--- src/rtl/urq_pkg.sv ---
// Shared types, constants and register codes for the ultrasonic range qualifier.
package urq_pkg;

    localparam int RANGE_W = 12;
    localparam int ANGLE_W = 15;
    localparam int DIST_W  = 16;
    localparam int ALPHA_W = 9;
    localparam int COUNT_W = 8;
    localparam int CFG_IDX_W  = 1;
    localparam int CFG_DATA_W = 9;

    localparam int TURN_COPIES_DEF = 3;

    // Wheel-sweep windows in tenths of a degree, repeated every full turn.
    localparam int WIN_POS_LO   = 500;
    localparam int WIN_POS_HI   = 2100;
    localparam int WIN_NEG_NEAR = -1500;
    localparam int WIN_NEG_FAR  = -3100;
    localparam int TURN_TENTHS  = 3600;

    localparam logic [DIST_W-1:0]  RESET_RANGE   = 16'd6400;
    localparam logic [COUNT_W-1:0] RESET_TIMEOUT = 8'd40;
    localparam logic [ALPHA_W-1:0] RESET_ALPHA   = 9'd77;

    localparam logic [CFG_IDX_W-1:0] CFG_ALPHA   = 1'd0;
    localparam logic [CFG_IDX_W-1:0] CFG_TIMEOUT = 1'd1;

    typedef struct packed {
        logic [ALPHA_W-1:0] alpha;
        logic [COUNT_W-1:0] timeout;
    } t_cfg;

endpackage

--- src/rtl/urq_lane.sv ---
// One range channel: running average, miss counter and valid flag.
module urq_lane (
    input  logic                          i_clk,
    input  logic                          i_rst_n,
    input  logic                          i_step,
    input  logic [urq_pkg::RANGE_W-1:0]   i_range,
    input  logic                          i_skip,
    input  urq_pkg::t_cfg                 i_cfg,
    output logic [urq_pkg::DIST_W-1:0]    o_distance,
    output logic                          o_valid,
    output logic                          o_valid_next
);
    import urq_pkg::*;

    logic [DIST_W-1:0]  r_dist, n_dist;
    logic [COUNT_W-1:0] r_count, n_count;
    logic               r_valid;

    logic [DIST_W-1:0]  sample16;
    logic signed [16:0] diff;
    logic signed [26:0] prod;
    logic signed [27:0] t;
    logic [DIST_W-1:0]  avg;
    logic [COUNT_W-1:0] raw_count;

    assign sample16 = {i_range, 4'd0};
    assign diff     = $signed({1'b0, sample16}) - $signed({1'b0, r_dist});
    assign prod     = $signed({1'b0, i_cfg.alpha}) * diff;
    assign t        = $signed({4'd0, r_dist, 8'd0}) + $signed({prod[26], prod});

    always_comb begin
        if (t[27]) begin
            avg = '0;
        end else if (t[26:24] != 3'd0) begin
            avg = '1;
        end else begin
            avg = t[23:8];
        end
    end

    always_comb begin
        n_dist    = r_dist;
        raw_count = r_count;
        if (i_range == '0) begin
            raw_count = (r_count == '1) ? r_count : r_count + 8'd1;
        end else if (!i_skip) begin
            raw_count = '0;
            n_dist    = avg;
        end
        // a lowered timeout also pulls stale counts down here
        n_count      = (raw_count > i_cfg.timeout) ? i_cfg.timeout : raw_count;
        o_valid_next = n_count < i_cfg.timeout;
    end

    always_ff @(posedge i_clk) begin
        if (!i_rst_n) begin
            r_dist  <= RESET_RANGE;
            r_count <= RESET_TIMEOUT;
            r_valid <= 1'b0;
        end else if (i_step) begin
            r_dist  <= n_dist;
            r_count <= n_count;
            r_valid <= o_valid_next;
        end
    end

    assign o_distance = r_dist;
    assign o_valid    = r_valid;

endmodule

--- src/rtl/urq_gate.sv ---
// Wheel-sweep obstruction test and blocked flag for one side sensor.
module urq_gate #(
    parameter int TURN_COPIES = urq_pkg::TURN_COPIES_DEF
) (
    input  logic                 i_clk,
    input  logic                 i_rst_n,
    input  logic                 i_step,
    input  logic                 i_range_nz,
    input  logic signed [15:0]   i_angle,
    output logic                 o_skip,
    output logic                 o_blocked
);
    import urq_pkg::*;

    logic hit;
    logic r_blocked;

    always_comb begin
        int a;
        int off;
        hit = 1'b0;
        a   = int'(i_angle);
        for (int k = 0; k < TURN_COPIES; k++) begin
            off = k * TURN_TENTHS;
            if (a > 0 && a >= WIN_POS_LO + off && a <= WIN_POS_HI + off) begin
                hit = 1'b1;
            end
            if (a < 0 && a >= WIN_NEG_FAR - off && a <= WIN_NEG_NEAR - off) begin
                hit = 1'b1;
            end
        end
    end

    assign o_skip = i_range_nz && hit;

    // flag only refreshed when the sensor returned an echo
    always_ff @(posedge i_clk) begin
        if (!i_rst_n) begin
            r_blocked <= 1'b0;
        end else if (i_step && i_range_nz) begin
            r_blocked <= hit;
        end
    end

    assign o_blocked = r_blocked;

endmodule

--- src/rtl/ultrasonic_range_qualifier.sv ---
// Top level of the ultrasonic range qualifier: input stage, three lanes, result stage.
//
//  channel | direction | handshake                | payload
//  --------+-----------+--------------------------+-------------------------------------
//  in      | request   | i_in_valid / o_in_ready  | three ranges, two steering angles
//  out     | result    | o_out_valid / i_out_ready| distances, valids, angles, blocked
//  cfg     | write     | i_cfg_we                 | i_cfg_idx, i_cfg_data
//
// Each request passes through the input register and then the result
// register; one request is taken every cycle while results are drained.
// The channel state registers double as the result register, so a stalled
// result holds the state and the input register fills and then stalls.
// Synchronous active-low reset restores the filter, counter and config values.
module ultrasonic_range_qualifier #(
    parameter int TURN_COPIES = urq_pkg::TURN_COPIES_DEF
) (
    input  logic                              i_clk,
    input  logic                              i_rst_n,
    input  logic                              i_in_valid,
    output logic                              o_in_ready,
    input  logic [urq_pkg::RANGE_W-1:0]       i_center_range_cm,
    input  logic [urq_pkg::RANGE_W-1:0]       i_left_range_cm,
    input  logic [urq_pkg::RANGE_W-1:0]       i_right_range_cm,
    input  logic signed [urq_pkg::ANGLE_W-1:0] i_left_steer_angle,
    input  logic signed [urq_pkg::ANGLE_W-1:0] i_right_steer_angle,
    output logic                              o_out_valid,
    input  logic                              i_out_ready,
    output logic [urq_pkg::DIST_W-1:0]        o_front_distance,
    output logic                              o_front_valid,
    output logic [urq_pkg::DIST_W-1:0]        o_left_distance,
    output logic signed [urq_pkg::ANGLE_W-1:0] o_left_angle,
    output logic                              o_left_valid,
    output logic [urq_pkg::DIST_W-1:0]        o_right_distance,
    output logic signed [urq_pkg::ANGLE_W-1:0] o_right_angle,
    output logic                              o_right_valid,
    output logic                              o_left_blocked,
    output logic                              o_right_blocked,
    input  logic                              i_cfg_we,
    input  logic [urq_pkg::CFG_IDX_W-1:0]     i_cfg_idx,
    input  logic [urq_pkg::CFG_DATA_W-1:0]    i_cfg_data
);
    import urq_pkg::*;

    t_cfg r_cfg;

    logic                      r_in_valid;
    logic [RANGE_W-1:0]        r_in_center, r_in_left, r_in_right;
    logic signed [ANGLE_W-1:0] r_in_la, r_in_ra;
    logic                      r_out_valid;
    logic signed [ANGLE_W-1:0] r_left_angle, r_right_angle;

    logic               adv;
    logic               left_skip, right_skip;
    logic               left_vn, right_vn, front_vn;
    logic signed [15:0] left_test, right_test;

    assign adv        = r_in_valid && (!r_out_valid || i_out_ready);
    assign o_in_ready = !r_in_valid || adv;

    always_ff @(posedge i_clk) begin
        if (!i_rst_n) begin
            r_cfg.alpha   <= RESET_ALPHA;
            r_cfg.timeout <= RESET_TIMEOUT;
        end else if (i_cfg_we) begin
            case (i_cfg_idx)
                CFG_ALPHA:   r_cfg.alpha   <= i_cfg_data;
                CFG_TIMEOUT: r_cfg.timeout <= i_cfg_data[COUNT_W-1:0];
                default:     ;
            endcase
        end
    end

    always_ff @(posedge i_clk) begin
        if (!i_rst_n) begin
            r_in_valid  <= 1'b0;
            r_out_valid <= 1'b0;
        end else begin
            if (o_in_ready) begin
                r_in_valid <= i_in_valid;
            end
            if (adv) begin
                r_out_valid <= 1'b1;
            end else if (i_out_ready) begin
                r_out_valid <= 1'b0;
            end
        end
    end

    always_ff @(posedge i_clk) begin
        if (o_in_ready && i_in_valid) begin
            r_in_center <= i_center_range_cm;
            r_in_left   <= i_left_range_cm;
            r_in_right  <= i_right_range_cm;
            r_in_la     <= i_left_steer_angle;
            r_in_ra     <= i_right_steer_angle;
        end
    end

    assign left_test  = {r_in_la[ANGLE_W-1], r_in_la};
    assign right_test = -$signed({r_in_ra[ANGLE_W-1], r_in_ra});

    urq_gate #(.TURN_COPIES(TURN_COPIES)) u_gate_left (
        .i_clk      (i_clk),
        .i_rst_n    (i_rst_n),
        .i_step     (adv),
        .i_range_nz (r_in_left != '0),
        .i_angle    (left_test),
        .o_skip     (left_skip),
        .o_blocked  (o_left_blocked)
    );

    urq_gate #(.TURN_COPIES(TURN_COPIES)) u_gate_right (
        .i_clk      (i_clk),
        .i_rst_n    (i_rst_n),
        .i_step     (adv),
        .i_range_nz (r_in_right != '0),
        .i_angle    (right_test),
        .o_skip     (right_skip),
        .o_blocked  (o_right_blocked)
    );

    urq_lane u_lane_front (
        .i_clk        (i_clk),
        .i_rst_n      (i_rst_n),
        .i_step       (adv),
        .i_range      (r_in_center),
        .i_skip       (1'b0),
        .i_cfg        (r_cfg),
        .o_distance   (o_front_distance),
        .o_valid      (o_front_valid),
        .o_valid_next (front_vn)
    );

    urq_lane u_lane_left (
        .i_clk        (i_clk),
        .i_rst_n      (i_rst_n),
        .i_step       (adv),
        .i_range      (r_in_left),
        .i_skip       (left_skip),
        .i_cfg        (r_cfg),
        .o_distance   (o_left_distance),
        .o_valid      (o_left_valid),
        .o_valid_next (left_vn)
    );

    urq_lane u_lane_right (
        .i_clk        (i_clk),
        .i_rst_n      (i_rst_n),
        .i_step       (adv),
        .i_range      (r_in_right),
        .i_skip       (right_skip),
        .i_cfg        (r_cfg),
        .o_distance   (o_right_distance),
        .o_valid      (o_right_valid),
        .o_valid_next (right_vn)
    );

    always_ff @(posedge i_clk) begin
        if (!i_rst_n) begin
            r_left_angle  <= '0;
            r_right_angle <= '0;
        end else if (adv) begin
            if (left_vn) begin
                r_left_angle <= r_in_la;
            end
            if (right_vn) begin
                r_right_angle <= r_in_ra;
            end
        end
    end

    assign o_left_angle  = r_left_angle;
    assign o_right_angle = r_right_angle;
    assign o_out_valid   = r_out_valid;

    a_adv_fills_out: assert property (@(posedge i_clk) disable iff (!i_rst_n)
        adv |=> o_out_valid)
        else $error("result register not loaded after advance");

    a_in_hold: assert property (@(posedge i_clk) disable iff (!i_rst_n)
        r_in_valid && !adv |=> r_in_valid && $stable(r_in_center) && $stable(r_in_la))
        else $error("input register lost a waiting request");

    a_front_valid_step: assert property (@(posedge i_clk) disable iff (!i_rst_n)
        !adv |=> $stable(o_front_valid) && $stable(o_front_distance))
        else $error("front channel changed without an advance");

    a_front_valid_load: assert property (@(posedge i_clk) disable iff (!i_rst_n)
        adv |=> o_front_valid == $past(front_vn))
        else $error("front valid flag not loaded from its next value");

    a_reset_empty: assert property (@(posedge i_clk)
        !i_rst_n |=> !o_out_valid && o_in_ready)
        else $error("pipeline not empty after reset");

endmodule

--- config.mk ---
export PLATFORM = sky130hd
export DESIGN_NAME = ultrasonic_range_qualifier
export DESIGN_NICKNAME = d
export VERILOG_FILES = /design/src/rtl/urq_pkg.sv /design/src/rtl/urq_lane.sv /design/src/rtl/urq_gate.sv /design/src/rtl/ultrasonic_range_qualifier.sv
export SDC_FILE = /design/constraint.sdc
export NUM_CORES = 2
export LEC_CHECK = 0
export BUFFER_PORTS_ARGS = -buffer_cell sky130_fd_sc_hd__buf_2
export CAP_MARGIN = 10
export CELL_PAD_IN_SITES_DETAIL_PLACEMENT = 0
export CELL_PAD_IN_SITES_GLOBAL_PLACEMENT = 1
export CORE_UTILIZATION = 54
export DETAILED_ROUTE_END_ITERATION = 8
export GPL_ROUTABILITY_DRIVEN = 1
export PLACE_DENSITY_LB_ADDON = 0.3
export SYNTH_ARGS = -nofsm -noshare
export SYNTH_HDL_FRONTEND = slang
export SYNTH_HIERARCHICAL = 1
export SYNTH_SLANG_ARGS = --single-unit
--- constraint.sdc ---
create_clock -name i_clk -period 17.3 [get_ports i_clk]
set_clock_uncertainty 0.1 [all_clocks]
set_input_delay 1.73 -clock i_clk [delete_from_list [all_inputs] [get_ports i_clk]]
set_output_delay 1.73 -clock i_clk [all_outputs]
set_load 0.005 [all_outputs]
==> impl_metrics.env <==
export IMPL_status="complete, no violations"
export IMPL_detail_route_iter0_violations=1402
export IMPL_routed_via_density=5.612
export IMPL_min_path_cells=2
export IMPL_grt_total_usage_pct=27.76
export IMPL_required_ps=17580
export IMPL_yosys_register_bits=192
export IMPL_dieArea_sq_um=59920
export IMPL_share_of_flip_flops_with_an_asynchronous_set_or_reset_after_synthesis_pct=0
export IMPL_htreeDepth=4
export IMPL_worst_path_arrival_time_ps=9090
export IMPL_cell_at_the_root_of_the_clock_tree="sky130_fd_sc_hd__clkbuf_16"
export IMPL_postRouteAntennaNets=0
export IMPL_path_delay_family="adder cells"
export IMPL_synth_to_layout_area_growth_pct=6.156
export IMPL_critPathCaptureType="flop"
export IMPL_timing_max_transition_violations_final=0
export IMPL_timing_critical_path_buf_inv=6
export IMPL_placement_rows=88
export IMPL_library_cell_with_the_highest_instance_count_after_synthesis="sky130_fd_sc_hd__inv_1"
export IMPL_worst_setup_path_category="flop to flop"
export IMPL_share_of_the_yosys_chip_area_belonging_to_registers_pct=14.15
export IMPL_multi_input_area_sq_um=24220
export IMPL_dp_final_hpwl_mm=62.75
export IMPL_holdWs_ps=379.2
export IMPL_rsz_0062_raised_after_global_routing="no"
export IMPL_cts_hold_repair_buffers=0
export IMPL_post_drt_wl_per_cell_microns=17.98
export IMPL_final_setup_viol_count=0
export IMPL_cts_sinks=192
export IMPL_grt_pass1_wl_mm=132.5
export IMPL_cts_repair_resized=0
export IMPL_finalHoldViolCount=0
export IMPL_hp_class="flop to flop"
export IMPL_dr_pass1_iters=5
export IMPL_ys_warn_count=6
export IMPL_floorplan_core_area_sq_um=57920
export IMPL_fin_crit_ps=8814
export IMPL_placed_cells_incl_taps=4430
export IMPL_port_buffers=165
export IMPL_clock_tree_buffer_depth=2
export IMPL_period_utilisation_layout_pct=50.95
export IMPL_synth_cell_area_sq_um=31830
export IMPL_fill_cell_total_of_the_finished_layout=5319
export IMPL_drt_total_wl_mm=80.27
export IMPL_maximum_number_of_pins_on_one_net_before_global_route_repair=67
export IMPL_die_x_microns=244.8
export IMPL_postSynthCellCount=3604
export IMPL_i_o_pin_cnt=166
export IMPL_worstSkewPairLatency_ps=510
export IMPL_first_global_vias=25292
export IMPL_yosysTopAreaCellShare_pct=27.73
export IMPL_die_height_microns=244.8
export IMPL_layout_cells_non_filler=4463
export IMPL_numCtsBuffers=17
export IMPL_critical_path_max_stage_delay_ps=680
export IMPL_post_synth_top_area_cell="sky130_fd_sc_hd__fa_1"
export IMPL_place_congestion=0.9005
export IMPL_dp_slack_ps=8580
export IMPL_total_area_of_sequential_cells_sq_um=4516
export IMPL_cts_tree="built"
export IMPL_drc=0
export IMPL_tns_ps=0
export IMPL_timing_reg2reg_worst_path_depth=29
export IMPL_critPathMaxFanout=16
export IMPL_syn_avg_cell_area_sq_um=8.832
export IMPL_detailroute_via_count=25047
export IMPL_synth_enable_flop_cells=66
export IMPL_netlist_cell_type_count=130
export IMPL_worst_slew_pin_transition_ps=1142
export IMPL_drive_above_1_share_pct=10.47
export IMPL_max_freq_ghz=0.1135
export IMPL_timing_max_slew_rel_slack_pct=23.57
export IMPL_cp_start_kind="flop"
export IMPL_grt_overflow=0
export IMPL_initial_core_util_pct=54.96
export IMPL_cp_num_cells=29
export IMPL_post_cts_repair_setup_buffers=0
export IMPL_synth_top_cells_by_area="sky130_fd_sc_hd__fa_1 28%, sky130_fd_sc_hd__ha_1 11%, sky130_fd_sc_hd__dfxtp_1 7.9%"
export IMPL_num_nets_final=4483
export IMPL_synthTopCellsByCount="659 x sky130_fd_sc_hd__inv_1, 441 x sky130_fd_sc_hd__fa_1, 395 x sky130_fd_sc_hd__nand2_1"
export IMPL_synth_main_ff_cell="sky130_fd_sc_hd__dfxtp_1"
export IMPL_max_cap_violations=0
export IMPL_library_cell_contributing_the_largest_single_delay_on_the_critical_path="sky130_fd_sc_hd__fa_1"
export IMPL_grt_antenna_before_repair=2
export IMPL_setup_slack_ps=8486
export IMPL_cts_reportedPaths_clkPinSlew_ps=80
export IMPL_cp_common_cell="sky130_fd_sc_hd__inv_1"
## registers in the layout (all words and copies together) (netlist names), 15 cells and up
signal,flops
r_cfg,17
u_lane_front/o_distance,16
u_lane_left/o_distance,16
u_lane_right/o_distance,16
o_left_angle,15
o_right_angle,15
r_in_la,15
r_in_ra,15
## placed cells by master (no fill, tap or decap), types with 36 or more instances in the layout
master / n
sky130_fd_sc_hd__and2_1: 226
sky130_fd_sc_hd__nor3_1: 47
sky130_fd_sc_hd__nand2_1: 395
sky130_fd_sc_hd__a21oi_1: 98
sky130_fd_sc_hd__nand3_1: 95
sky130_fd_sc_hd__inv_1: 659
sky130_fd_sc_hd__o21ai_0: 119
sky130_fd_sc_hd__edfxtp_1: 66
sky130_fd_sc_hd__buf_2: 165
sky130_fd_sc_hd__ha_1: 277
sky130_fd_sc_hd__xnor2_1: 63
sky130_fd_sc_hd__nor2_1: 143
sky130_fd_sc_hd__nor4_1: 37
sky130_fd_sc_hd__fa_1: 441
sky130_fd_sc_hd__nand4_1: 36
sky130_fd_sc_hd__dfxtp_1: 117
## final cells by class
type | count | area share (%)
Inverter | 660 | 7.331
Clock inverter | 15 | 0.5850
Multi-Input combinational cell | 2626 | 71.69
Clock buffer | 17 | 1.259
Antenna cell | 1 | 0.007405
Sequential cell | 192 | 13.36
Timing Repair Buffer | 187 | 2.933
Tap cell | 765 | 2.833
## through the flow
stage / utilization (%) / area (sq um)
floorplan: - / 31840
global placement: 57.27 / 33170
detailed placement: 57.27 / 33170
CTS: 58.34 / 33790
global route: 58.35 / 33790
finish: 58.35 / 33790
## worst min-delay path, stage by stage (launching register included)
cell	delay, ps
sky130_fd_sc_hd__dfxtp_1	310
sky130_fd_sc_hd__o21ai_0	60
sky130_fd_sc_hd__a21boi_1	60
## path summary, 6_finish.rpt
kind	from	slack [ps]	to
max	u_lane_front/o_distance[0]	8490	u_lane_front/o_distance[15]
min	o_right_angle[9]	380	o_right_angle[9]
max reg2reg	u_lane_front/o_distance[0]	8490	u_lane_front/o_distance[15]
min reg2reg	o_right_angle[9]	380	o_right_angle[9]
## cell families (layout without fill, tap and decap cells)
kind of cell / Yosys count / count (layout) / synth area share (%)
flip-flops: 192 / 192 / 14.15
adder cells (fa/ha/maj): 718 / 718 / 38.62
other: 1 / 3 / 0.01178
XOR/XNOR: 97 / 97 / 2.716
AND/OR/NAND/NOR: 1182 / 1182 / 19.54
AO/OA/AOI/OAI: 576 / 576 / 13.52
buffers and inverters: 787 / 879 / 9.772
multiplexers: 51 / 51 / 1.674
## routing by layer
metal	GRT usage (%)	routed length, microns	part of all wire [%]	vias up
met5	0	0	0	-
met4	6.305	1358	1.7	0
met3	3.608	3433	4.3	89
met2	46.44	38680	48	548
met1	38.24	36800	46	12431
li1	-	-	-	11979
Power is not shown: default switching activity piles up to over one toggle a cycle in this logic, so the estimate is an artifact.
